**src/rtl/periodic_event_timer_table_assert.svh**
```systemverilog
// Assertion macros for the periodic event timer table.
// Included by the top level; no other dependencies.
`ifndef PERIODIC_EVENT_TIMER_TABLE_ASSERT_SVH
`define PERIODIC_EVENT_TIMER_TABLE_ASSERT_SVH
`ifndef SYNTHESIS
// General clocked property with active-low reset gating
`define PET_ASSERT_CLK(label, clk, rstn, prop) \
    label: assert property (@(posedge clk) disable iff (!rstn) prop) \
        else $error("periodic_event_timer_table: assertion failed");
// Same-cycle implication
`define PET_ASSERT_IMPLY(label, clk, rstn, cond, expr) \
    label: assert property (@(posedge clk) disable iff (!rstn) (cond) |-> (expr)) \
        else $error("periodic_event_timer_table: implication failed");
`else
`define PET_ASSERT_CLK(label, clk, rstn, prop)
`define PET_ASSERT_IMPLY(label, clk, rstn, cond, expr)
`endif
`endif

```
**src/rtl/pet_pkg.sv**
```systemverilog
// Shared types and constants for the periodic event timer table.
// No dependencies; used by pet_cell and periodic_event_timer_table.
package pet_pkg;

    localparam int PET_MAX_EVENTS = 16;

    // Request opcodes
    localparam logic [1:0] OP_TICK   = 2'd0;
    localparam logic [1:0] OP_ADD    = 2'd1;
    localparam logic [1:0] OP_CHANGE = 2'd2;
    localparam logic [1:0] OP_DELETE = 2'd3;

    // Result kinds
    localparam logic [1:0] KIND_FIRED = 2'd0;
    localparam logic [1:0] KIND_OK    = 2'd1;
    localparam logic [1:0] KIND_FAIL  = 2'd2;
    localparam logic [1:0] KIND_DONE  = 2'd3;

    typedef struct packed {
        logic [1:0]  opcode;
        logic [31:0] now_ms;
        logic [7:0]  event_id;
        logic [15:0] period;
        logic [7:0]  target_tag;
    } pet_req_t;

    typedef struct packed {
        logic [1:0] result_kind;
        logic [7:0] event_id_out;
        logic [7:0] target_out;
        logic       last_in_run;
    } pet_res_t;

    // Payload of one table slot
    typedef struct packed {
        logic [7:0]  id;
        logic [15:0] period;
        logic [31:0] last_fire;
        logic [7:0]  target;
    } pet_slot_t;

    typedef struct packed {
        logic      valid;
        pet_slot_t slot;
    } pet_entry_t;

    // Per-cycle command broadcast to every cell
    typedef enum logic [2:0] {
        CELL_HOLD,
        CELL_PUSH,
        CELL_PULL,
        CELL_ROTATE,
        CELL_EDIT
    } pet_cell_op_t;

    typedef struct packed {
        pet_cell_op_t op;
        logic [7:0]   key_id;
        logic [15:0]  new_period;
        logic [7:0]   new_target;
    } pet_cell_ctrl_t;

endpackage

```
**src/rtl/pet_cell.sv**
```systemverilog
// One slot of the event table chain: holds an entry and trades it with neighbors.
// Depends on pet_pkg.
module pet_cell (
    input  logic                    aclk,
    input  logic                    aresetn,
    input  pet_pkg::pet_cell_ctrl_t ctrl,
    input  pet_pkg::pet_entry_t     prev_in,
    input  pet_pkg::pet_entry_t     next_in,
    input  logic                    seen_in,
    output pet_pkg::pet_entry_t     entry_out,
    output logic                    seen_out
);
    import pet_pkg::*;

    logic      valid_reg, valid_next;
    pet_slot_t slot_reg, slot_next;
    logic      match;

    // id compare; seen ripples a match toward the tail
    assign match     = valid_reg && (slot_reg.id == ctrl.key_id);
    assign seen_out  = seen_in | match;
    assign entry_out = '{valid: valid_reg, slot: slot_reg};

    // next entry per broadcast command
    always_comb begin
        valid_next = valid_reg;
        slot_next  = slot_reg;
        case (ctrl.op)
            CELL_PUSH: begin
                valid_next = prev_in.valid;
                slot_next  = prev_in.slot;
            end
            CELL_PULL: begin
                if (seen_out) begin
                    valid_next = next_in.valid;
                    slot_next  = next_in.slot;
                end
            end
            CELL_ROTATE: begin
                valid_next = next_in.valid;
                slot_next  = next_in.slot;
            end
            CELL_EDIT: begin
                if (match) begin
                    slot_next.period = ctrl.new_period;
                    if (ctrl.new_target != 8'd0) begin
                        slot_next.target = ctrl.new_target;
                    end
                end
            end
            default: begin
                valid_next = valid_reg;
            end
        endcase
    end

    always_ff @(posedge aclk) begin
        if (!aresetn) begin
            valid_reg <= 1'b0;
        end else begin
            valid_reg <= valid_next;
        end
    end

    always_ff @(posedge aclk) begin
        slot_reg <= slot_next;
    end

endmodule

```
**src/rtl/periodic_event_timer_table.sv**
```systemverilog
// Top level of the periodic event timer table: control sequencer and cell chain.
// Depends on pet_pkg, pet_cell and periodic_event_timer_table_assert.svh.
//
// Usage:
//   Requests enter on s_valid/s_ready/s_req (tick, add, change, delete).
//   Results leave on m_valid/m_ready/m_res; the last result of a request
//   has last_in_run set. One request is in work at a time.
//   Tick: the table of MAX_EVENTS cells rotates one position per cycle past
//   the head cell, where the elapsed time is checked, while the receiver
//   takes any fired result; a stall on a fired result holds the rotation.
//   The done result follows the scan. A tick that repeats the last
//   scanned time skips the scan. Add searches ids one candidate per cycle.
//   s_ready rises again once the final result sits in the output register,
//   so the next request is taken while that result waits.
//   Reset (aresetn low, synchronous) empties the table and clears the id
//   counter and time registers at once; no clearing pass is needed.
//   A stalled receiver holds the scan in place: the output register keeps
//   its result and the chain does not advance past a firing entry.
`include "periodic_event_timer_table_assert.svh"
module periodic_event_timer_table #(
    parameter int MAX_EVENTS = pet_pkg::PET_MAX_EVENTS
) (
    input  logic              aclk,
    input  logic              aresetn,
    input  logic              s_valid,
    output logic              s_ready,
    input  pet_pkg::pet_req_t s_req,
    output logic              m_valid,
    input  logic              m_ready,
    output pet_pkg::pet_res_t m_res
);
    import pet_pkg::*;

    localparam int CW  = $clog2(MAX_EVENTS + 1);
    localparam int SCW = (MAX_EVENTS > 1) ? $clog2(MAX_EVENTS) : 1;

    typedef enum logic [2:0] {
        ST_IDLE,
        ST_EXEC,
        ST_IDSRCH,
        ST_SCAN,
        ST_EMIT
    } state_t;

    state_t           state_reg;
    pet_req_t         req_reg;
    pet_res_t         m_res_reg;
    pet_res_t         pend_reg;
    logic             m_valid_reg;
    logic [CW-1:0]    count_reg;
    logic [SCW-1:0]   scan_cnt_reg;
    logic [7:0]       id_counter_reg;
    logic [7:0]       cand_reg;
    logic [31:0]      current_ms_reg;
    logic [31:0]      last_scanned_reg;

    pet_entry_t       ent [MAX_EVENTS];
    logic             seen [MAX_EVENTS+1];
    pet_cell_ctrl_t   cell_ctrl;
    pet_entry_t       push_entry;
    pet_entry_t       tail_entry;
    pet_entry_t       head;
    logic             any_hit;
    logic             out_free;
    logic             fire;
    logic             scan_step;
    logic [31:0]      elapsed;
    logic             add_bad;
    logic             res_load;
    logic [1:0]       exec_kind;
    state_t           exec_next;

    assign s_ready  = (state_reg == ST_IDLE);
    assign m_valid  = m_valid_reg;
    assign m_res    = m_res_reg;
    assign out_free = !m_valid_reg || m_ready;

    // Cell chain
    assign seen[0] = 1'b0;
    assign any_hit = seen[MAX_EVENTS];
    assign head    = ent[0];

    for (genvar i = 0; i < MAX_EVENTS; i++) begin : g_cell
        pet_entry_t prev_e, next_e;
        if (i == 0) begin : g_first
            assign prev_e = push_entry;
        end else begin : g_mid_p
            assign prev_e = ent[i-1];
        end
        if (i == MAX_EVENTS - 1) begin : g_last
            assign next_e = tail_entry;
        end else begin : g_mid_n
            assign next_e = ent[i+1];
        end
        pet_cell u_cell (
            .aclk      (aclk),
            .aresetn   (aresetn),
            .ctrl      (cell_ctrl),
            .prev_in   (prev_e),
            .next_in   (next_e),
            .seen_in   (seen[i]),
            .entry_out (ent[i]),
            .seen_out  (seen[i+1])
        );
    end

    // Head check for the tick scan
    assign elapsed   = req_reg.now_ms - head.slot.last_fire;
    assign fire      = head.valid && (elapsed >= {16'd0, head.slot.period});
    assign scan_step = !fire || out_free;
    assign add_bad   = (count_reg == CW'(MAX_EVENTS)) || (req_reg.period == 16'd0)
                       || (req_reg.target_tag == 8'd0);

    // Output register takes a fired result during the scan or the final one
    assign res_load = ((state_reg == ST_SCAN) && scan_step && fire)
                      || ((state_reg == ST_EMIT) && out_free);

    // Chain command
    always_comb begin
        cell_ctrl.op         = CELL_HOLD;
        cell_ctrl.key_id     = req_reg.event_id;
        cell_ctrl.new_period = req_reg.period;
        cell_ctrl.new_target = req_reg.target_tag;
        push_entry.valid          = 1'b1;
        push_entry.slot.id        = cand_reg;
        push_entry.slot.period    = req_reg.period;
        push_entry.slot.last_fire = current_ms_reg;
        push_entry.slot.target    = req_reg.target_tag;
        tail_entry = '0;
        case (state_reg)
            ST_EXEC: begin
                case (req_reg.opcode)
                    OP_CHANGE: begin
                        if (req_reg.period != 16'd0) begin
                            cell_ctrl.op = CELL_EDIT;
                        end
                    end
                    OP_DELETE: cell_ctrl.op = CELL_PULL;
                    default:   cell_ctrl.op = CELL_HOLD;
                endcase
            end
            ST_IDSRCH: begin
                cell_ctrl.key_id = cand_reg;
                if (!any_hit) begin
                    cell_ctrl.op = CELL_PUSH;
                end
            end
            ST_SCAN: begin
                if (scan_step) begin
                    cell_ctrl.op = CELL_ROTATE;
                    tail_entry   = head;
                    if (fire) begin
                        tail_entry.slot.last_fire = req_reg.now_ms;
                    end
                end
            end
            default: cell_ctrl.op = CELL_HOLD;
        endcase
    end

    // Result kind and follow-up state of the request in work
    always_comb begin
        exec_kind = KIND_FAIL;
        exec_next = ST_EMIT;
        case (req_reg.opcode)
            OP_TICK: begin
                exec_kind = KIND_DONE;
                if (req_reg.now_ms != last_scanned_reg) begin
                    exec_next = ST_SCAN;
                end
            end
            OP_ADD: begin
                if (!add_bad) begin
                    exec_next = ST_IDSRCH;
                end
            end
            OP_CHANGE: begin
                if (any_hit && (req_reg.period != 16'd0)) begin
                    exec_kind = KIND_OK;
                end
            end
            OP_DELETE: begin
                if (any_hit) begin
                    exec_kind = KIND_OK;
                end
            end
            default: exec_kind = KIND_FAIL;
        endcase
    end

    // Sequencer, counters and output register
    always_ff @(posedge aclk) begin
        if (!aresetn) begin
            state_reg        <= ST_IDLE;
            m_valid_reg      <= 1'b0;
            count_reg        <= '0;
            id_counter_reg   <= 8'd0;
            current_ms_reg   <= 32'd0;
            last_scanned_reg <= 32'd0;
        end else begin
            // valid set on load, cleared once taken
            if (res_load) begin
                m_valid_reg <= 1'b1;
            end else if (m_ready) begin
                m_valid_reg <= 1'b0;
            end
            case (state_reg)
                ST_IDLE: begin
                    if (s_valid) begin
                        req_reg   <= s_req;
                        state_reg <= ST_EXEC;
                    end
                end
                ST_EXEC: begin
                    pend_reg     <= '{result_kind: exec_kind, event_id_out: 8'd0,
                                      target_out: 8'd0, last_in_run: 1'b1};
                    state_reg    <= exec_next;
                    scan_cnt_reg <= '0;
                    cand_reg     <= id_counter_reg + 8'd1;
                    if (req_reg.opcode == OP_TICK) begin
                        current_ms_reg   <= req_reg.now_ms;
                        last_scanned_reg <= req_reg.now_ms;
                    end
                    if ((req_reg.opcode == OP_DELETE) && any_hit) begin
                        count_reg <= count_reg - CW'(1);
                    end
                end
                ST_IDSRCH: begin
                    if (any_hit) begin
                        cand_reg <= cand_reg + 8'd1;
                    end else begin
                        id_counter_reg <= cand_reg;
                        count_reg      <= count_reg + CW'(1);
                        pend_reg       <= '{result_kind: KIND_OK, event_id_out: cand_reg,
                                            target_out: 8'd0, last_in_run: 1'b1};
                        state_reg      <= ST_EMIT;
                    end
                end
                ST_SCAN: begin
                    if (scan_step) begin
                        if (fire) begin
                            m_res_reg <= '{result_kind: KIND_FIRED,
                                           event_id_out: head.slot.id,
                                           target_out: head.slot.target,
                                           last_in_run: 1'b0};
                        end
                        scan_cnt_reg <= scan_cnt_reg + SCW'(1);
                        if (scan_cnt_reg == SCW'(MAX_EVENTS - 1)) begin
                            state_reg <= ST_EMIT;
                        end
                    end
                end
                ST_EMIT: begin
                    if (out_free) begin
                        m_res_reg <= pend_reg;
                        state_reg <= ST_IDLE;
                    end
                end
                default: state_reg <= ST_IDLE;
            endcase
        end
    end

    // Checks
    logic [MAX_EVENTS-1:0] valid_vec;
    logic [MAX_EVENTS-1:0] valid_inc;
    logic                  table_compact;
    logic                  pushing;
    logic                  head_is_new;
    logic                  mid_run;
    for (genvar k = 0; k < MAX_EVENTS; k++) begin : g_vvec
        assign valid_vec[k] = ent[k].valid;
    end
    assign valid_inc     = valid_vec + MAX_EVENTS'(1);
    assign table_compact = ((valid_vec & valid_inc) == '0);
    assign pushing       = (state_reg == ST_IDSRCH) && !any_hit;
    assign head_is_new   = ent[0].valid && (ent[0].slot.id == id_counter_reg);
    assign mid_run       = m_valid_reg && !m_res_reg.last_in_run;

    `PET_ASSERT_CLK(a_count_matches_cells, aclk, aresetn, ($countones(valid_vec) == count_reg))
    `PET_ASSERT_IMPLY(a_table_compact, aclk, aresetn, state_reg != ST_SCAN, table_compact)
    `PET_ASSERT_CLK(a_push_at_head, aclk, aresetn, pushing |=> head_is_new)
    `PET_ASSERT_IMPLY(a_only_fired_midrun, aclk, aresetn, mid_run, m_res_reg.result_kind == KIND_FIRED)

endmodule
```
**config.mk**
```make
export PLATFORM = sky130hd
export DESIGN_NAME = periodic_event_timer_table
export DESIGN_NICKNAME = d
export VERILOG_FILES = /design/src/rtl/pet_pkg.sv /design/src/rtl/pet_cell.sv /design/src/rtl/periodic_event_timer_table.sv
export VERILOG_INCLUDE_DIRS = /design/src /design/src/rtl
export SDC_FILE = /design/constraint.sdc
export NUM_CORES = 2
export LEC_CHECK = 0
export BUFFER_PORTS_ARGS = -buffer_cell sky130_fd_sc_hd__buf_2
export CAP_MARGIN = 20
export CORE_MARGIN = 2
export CORE_UTILIZATION = 60
export CTS_CLUSTER_DIAMETER = 120
export DETAILED_ROUTE_END_ITERATION = 8
export PLACE_DENSITY = 0.75
export SYNTH_ARGS = -nofsm -noshare
export SYNTH_HDL_FRONTEND = slang
export SYNTH_SLANG_ARGS = --single-unit
```
**constraint.sdc**
```tcl
create_clock -name aclk -period 13.5 [get_ports aclk]
set_input_delay 2.025 -clock aclk [delete_from_list [all_inputs] [get_ports aclk]]
set_output_delay 2.025 -clock aclk [all_outputs]
set_load 0.01 [all_outputs]
```
## After elaboration in Yosys (flattened, before gate mapping)

Cells that the tools add are included.

| operators by class | value |
|---|---|
| reduce and logical (&&, ||, !) cells | 98 |
| muxes and demuxes | 181 |
| bitwise operators | 16 |
| magnitude comparators | 1 |
| $add $sub $neg | 6 |
| eq/ne operators | 71 |

Operators by type and width:

| cell | number |
|---|---|
| case mux 32 bit (3 select lines) | 16 |
| two-way mux 64 bit | 16 |
| case mux 16 bit (4 select lines) | 16 |
| case mux 8 bit (4 select lines) | 16 |
| case mux 8 bit (3 select lines) | 16 |
| two-way mux 16 bit | 16 |
| two-way mux 8 bit | 19 |
| two-way mux 65 bit | 2 |
| equality test 8 bit | 16 |
| two-way mux 19 bit | 4 |
| case mux 19 bit (2 select lines) | 2 |
| != test 2 x 1 -> 1 bit (second input constant) | 33 |
| AND reduction 4 bit | 16 |
| AND reduction 3 bit | 21 |
| case mux 1 bit (3 select lines) | 16 |
| AND reduction 2 bit | 18 |
| greater-or-equal comparator 32 x 16 -> 1 bit | 1 |
| two-way mux 32 bit | 1 |
| != test 32 bit | 1 |
| subtractor 32 bit | 1 |
| two-way mux 3 bit | 8 |
| logical AND 1 bit | 22 |
| two-way mux 1 bit | 19 |
| adder 8 x 1 -> 8 bit (second input constant) | 2 |
| other kinds (35) | 75 |

| word-level totals | value |
|---|---|
| flip-flop bits (word level) | 1205 |
| word-level logic and storage cells | 473 |

## Longest topological paths before layout

| logic depth | value |
|---|---|
| word-level depth | 24 |
| depth in mapped cells | 24 |
| gate-level depth less buffers | 21 |

## Cells and area by module

A second synthesis with hierarchy kept.

| unflattened totals | value |
|---|---|
| cell total of the unflattened synthesis | 6018 |
| area total of the unflattened synthesis | 59198.0 um2 |

By module, submodules not included:

| module | times used | cells an instance | sequential area each (um2) | area each (um2) |
|---|---|---|---|---|
| pet_cell at g_cell[0].u_cell ... | 15 | 311 | 1941.9 | 3080.5 |
| periodic_event_timer_table | 1 | 1047 | 4194.0 | 9929.5 |
| pet_cell at g_cell[15].u_cell | 1 | 306 | 1941.9 | 3061.7 |

## Worst setup path after synthesis

OpenSTA, ideal clock, no wires.

| path | value |
|---|---|
| path kind | reg2reg |
| start point | reg req_reg[32] (netlist bit) |
| end point | reg g_cell[10].u_cell.slot_reg (netlist bit g_cell[10].u_cell.entry_out[10]), enable pin |
| data arrival time | 6.364 ns |
| stages on the path, launching flop included | 21 |
| clock period less this slack | 6.827 ns |
| data required time | 13.037 ns |
| setup time | 0.463 ns |
| path slack | 6.673 ns |
| cells stage by stage | edfxtp_1 inv_1 ha_1 inv_1 fa_1 a21o_1 a221oi_2 nor3_1 a211o_1 xnor2_1 ha_1 a21o_1 a21o_1 a32oi_1 nand4_1 nor3_1 nand2_1 nor4b_1 nand4_2 clkbuf_1 a31oi_1 |

| on the way | value |
|---|---|
| word-level cells in the longest chain between the ends | 10 |
| elaborated cells on any way between the ends | 13 |
| classes of those cells | add/sub (1); order compare (1); eq/ne (4); mux (2); reduce/logical (5) |

Ends and longest elaborated chain:

| item | RTL line | source |
|---|---|---|
| start, declared | periodic_event_timer_table.sv:46 | `pet_req_t req_reg;` |
| start signal, assigned | periodic_event_timer_table.sv:210 | `req_reg <= s_req;` |
| subtractor 32 bit * | periodic_event_timer_table.sv:108 | `assign elapsed = req_reg.now_ms - head.slot.last_fire;` |
| greater-or-equal comparator 32 x 16 -> 1 bit * | periodic_event_timer_table.sv:109 | `assign fire = head.valid && (elapsed >= {16'd0, head.slot.period});` |
| logical AND 1 bit * | periodic_event_timer_table.sv:109 |  |
| zero test 1 bit * | periodic_event_timer_table.sv:110 | `assign scan_step = !fire \|\| out_free;` |
| logical OR 1 bit * | periodic_event_timer_table.sv:110 |  |
| two-way mux 2 bit * | periodic_event_timer_table.sv:149 | `if (scan_step) begin` |
| case mux 3 bit (3 select lines) * | periodic_event_timer_table.sv:130 | `case (state_reg)` |
| equality test 3 x 2 -> 1 bit or equality test 3 x 1 -> 1 bit (tied branches) | pet_cell.sv:28 | `case (ctrl.op)` |
| != test 2 x 1 -> 1 bit (no source line) or nonzero test 3 bit (tied branches) | - |  |
| AND reduction 2 bit (no source line) * | - |  |
| end signal, assigned | pet_cell.sv:66 | `slot_reg <= slot_next;` |
| end, declared | pet_cell.sv:16 | `pet_slot_t slot_reg, slot_next;` |

Mark *: on every way between the ends. The rest lies on a longest branch, timed or not.
A chain may end at the register's enable or synchronous reset.

==> flow_metrics.py <==
metrics = {
    "floorplanning": {
        "coreArea_um2": 93050,
        "die_area_um2": 96130,
        "num_io_pins": 91,
        "start_util": 0.6040,
        "die_w_um": 310.1,
        "num_rows": 112,
        "die_h_um": 310.1,
    },
    "detailed_routing": {
        "routed_wirelength_um": 144800,
        "drcViolationCount": 0,
        "drtIter0Drc": 5337,
        "via_per_inst": 6.827,
        "routedWlPerCell_um": 26.93,
        "ant_nets": 0,
        "num_vias": 36730,
        "first_pass_iters": 7,
    },
    "global_route": {
        "antenna_found_initial": 1,
        "grt_max_degree": 244,
        "grt_overflow_total": 0,
        "grt_pass1_wl_um": 216100,
        "grt_usage": 0.2963,
        "grt_pass1_vias": 34780,
    },
    "synthesis": {
        "yosys_register_bits": 1196,
        "async_reset_ff_frac": 0,
        "syn_area_um2": 56200,
        "synth_top_area_share": 0.6043,
        "syn_nets": 4182,
        "synth.distinct_cells": 94,
        "synth-edff-count": 1131,
        "yosys.area.top_type": "edfxtp_1",
        "synthesis.instances": 4058,
        "avgSynthCellArea_um2": 13.85,
        "yosysMostFrequentCell": "edfxtp_1",
        "ys_seq_area_frac": 0.6275,
        "yosysWarnings": 0,
        "synth_common_cells": "edfxtp_1 (1131), mux2_2 (483), a221o_1 (360)",
        "ys_top_cells_by_area": "edfxtp_1 (60%), mux2_2 (9.7%), a221o_1 (6.4%)",
        "synth_ff_type": "edfxtp_1",
    },
    "cts": {
        "cts_root_buffer": "clkbuf_16",
        "cts_inserted_buffers": 120,
        "htreeDepth": 3,
        "hold_buffers": 0,
        "cts_setup_buffers": 0,
        "ctsLongestPathBuffers": 3,
        "clock_sinks": 1196,
        "clock_latency_ns": 0.73,
        "cts_tree": "yes",
        "cts_resized": 0,
        "clkSlewWorstSetupHoldPaths_ns": 0.06,
    },
    "finish": {
        "drive_above_1_share": 0.2199,
        "final_nets": 4142,
        "largest_reg_flops": 1024,
        "final_area_um2": 61550,
        "areaGrowthSynthToFinish_pct": 9.511,
        "nFillCells": 6611,
    },
    "critical_path": {
        "worst-setup-path-type": "flop to flop",
        "cp_max_fo": 160,
        "crit_required_ns": 13.95,
        "ff2ff_setup_slack_ns": 5.61,
        "cp-end-kind": "flop",
        "critPathArrivalTime_ns": 8.34,
        "cp-start-kind": "flop",
    },
    "timing": {
        "hold_viol_final": 0,
        "rsz0062_at_grt": "false",
        "skew_ns": 0.03323,
        "relSlewSlack": 0.1896,
        "timing.fmax_ghz": 0.1267,
        "min_period_over_period": 0.5845,
        "fin_crit_ns": 7.891,
        "finalSetupTns_ns": 0,
        "maxSlewViolCount": 0,
        "worst_pin_slew_ns": 1.216,
        "setup-violations-final": 0,
    },
    "outcome": {
        "status": "finished clean",
    },
    "pwr": {
        "powerDensity_nw_per_um2": 161.3,
        "leakage_nw": 20.81,
        "vdd_drop_max_mv": 0.1294,
    },
    "place": {
        "placed_area_um2": 57540,
        "dp_hpwl_um": 88650,
        "io_buffer_count": 90,
        "gp_congestion": 0.9541,
    },
    "hold_path": {
        "hp-class": "flop to flop",
    },
    "flow_run": {
        "maxCapViolCount": 0,
    },
}
[layout make-up]
type / count / area [um^2] / share of cell area
Antenna cell: 1 / 2.502 / 0.00004066
Clock buffer: 151 / 3171 / 0.05152
Clock inverter: 77 / 788.3 / 0.01281
Inverter: 181 / 679.4 / 0.01104
Multi-Input combinational cell: 2355 / 19000 / 0.3086
Sequential cell: 1196 / 35260 / 0.5730
Tap cell: 1254 / 1569 / 0.02549
Timing Repair Buffer: 164 / 1076 / 0.01748
[through the flow]
stage / total power, mW / instances / util / hold WS, ns / setup slack (ns)
finish: 9.925 / 5379 / 0.6614 / 0.4641 / 5.610
global route: 10.26 / 5378 / 0.6614 / 0.4808 / 5.271
CTS: 9.927 / 5375 / 0.6609 / 0.4593 / 5.820
detailed placement: 6.569 / 5147 / 0.6184 / 0.4514 / 5.833
global placement: 6.523 / 5144 / 0.6182 / 0.4421 / 5.998
floorplan: 6.041 / 4058 / - / 0.4367 / 6.673
[path summary, 6_finish.rpt]
path                                       start                                        end  cells after the start
setup / recovery           req_reg[32]$_DFFE_PP_  g_cell[14].u_cell.entry_out[18]$_DFFE_PP_                     24
setup reg to reg           req_reg[32]$_DFFE_PP_  g_cell[14].u_cell.entry_out[18]$_DFFE_PP_                     24
hold / removal    id_counter_reg[7]$_SDFFE_PN0P_             id_counter_reg[7]$_SDFFE_PN0P_                      2
hold reg to reg   id_counter_reg[7]$_SDFFE_PN0P_             id_counter_reg[7]$_SDFFE_PN0P_                      2
[critical path, cell delays in order, from the launching register on]
cell and delay, ns:
edfxtp_1 0.43, inv_1 0.09, ha_1 0.18, inv_1 0.06
fa_1 0.42, a21o_1 0.21, a221oi_2 0.42, nor3_1 0.10
a211o_1 0.32, xnor2_1 0.14, ha_1 0.18, a21o_1 0.15
a21o_1 0.17, a32oi_1 0.18, nand4_1 0.13, nor3_1 0.26
nand2_1 0.08, nor4b_1 0.71, and4_4 0.49, buf_4 0.73
nor2_4 0.05, buf_4 0.43, buf_12 0.38, buf_4 0.61
mux2_1 0.43
[placed cells by master, fill, tap and decap left out, types with 32 or more instances in the layout]
master and instances:
nand3_1 117, a211oi_1 69, ha_1 52, and2_1 32
buf_2 90, dfxtp_1 65, o21ai_0 219, nand2_1 208
nor3_1 32, a21oi_1 116, a221o_1 360, clkbuf_16 121
nor2_1 56, nand4_1 33, mux2_2 483, o221ai_1 37
inv_1 157, mux2_1 38, o22ai_1 84, buf_4 69
xnor2_1 121, edfxtp_1 1131
[layer usage]
| metal | vias up | track usage | share of wire |
|---|---|---|---|
| li1 | 15990 | - | - |
| met1 | 18380 | 0.4385 | 0.42 |
| met2 | 2084 | 0.4501 | 0.45 |
| met3 | 275 | 0.05585 | 0.099 |
| met4 | 2 | 0.08460 | 0.027 |
| met5 | - | 0 | 0.000069 |
[cells by family (layout without fill, tap and decap cells)]
logic type	count (synthesis)	after routing	share of synthesized area
buffers and inverters	507	573	0.03751
other	0	1	0
AO/OA/AOI/OAI	1025	1025	0.1390
multiplexers	531	531	0.1062
flip-flops	1196	1196	0.6275
adder cells (fa/ha/maj)	54	54	0.01229
XOR/XNOR	152	152	0.02369
AND/OR/NAND/NOR	593	593	0.05386
[report_power, final]
part / total, mW / internal, mW / switching, mW / leakage [nW]
combinational: 1.70 / 0.673 / 1.02 / 8.02
sequential: 4.85 / 4.61 / 0.238 / 10.9
clock: 3.38 / 1.92 / 1.46 / 1.93
total: 9.92 / 7.20 / 2.72 / 20.8
(Power assumes the default switching activity.)
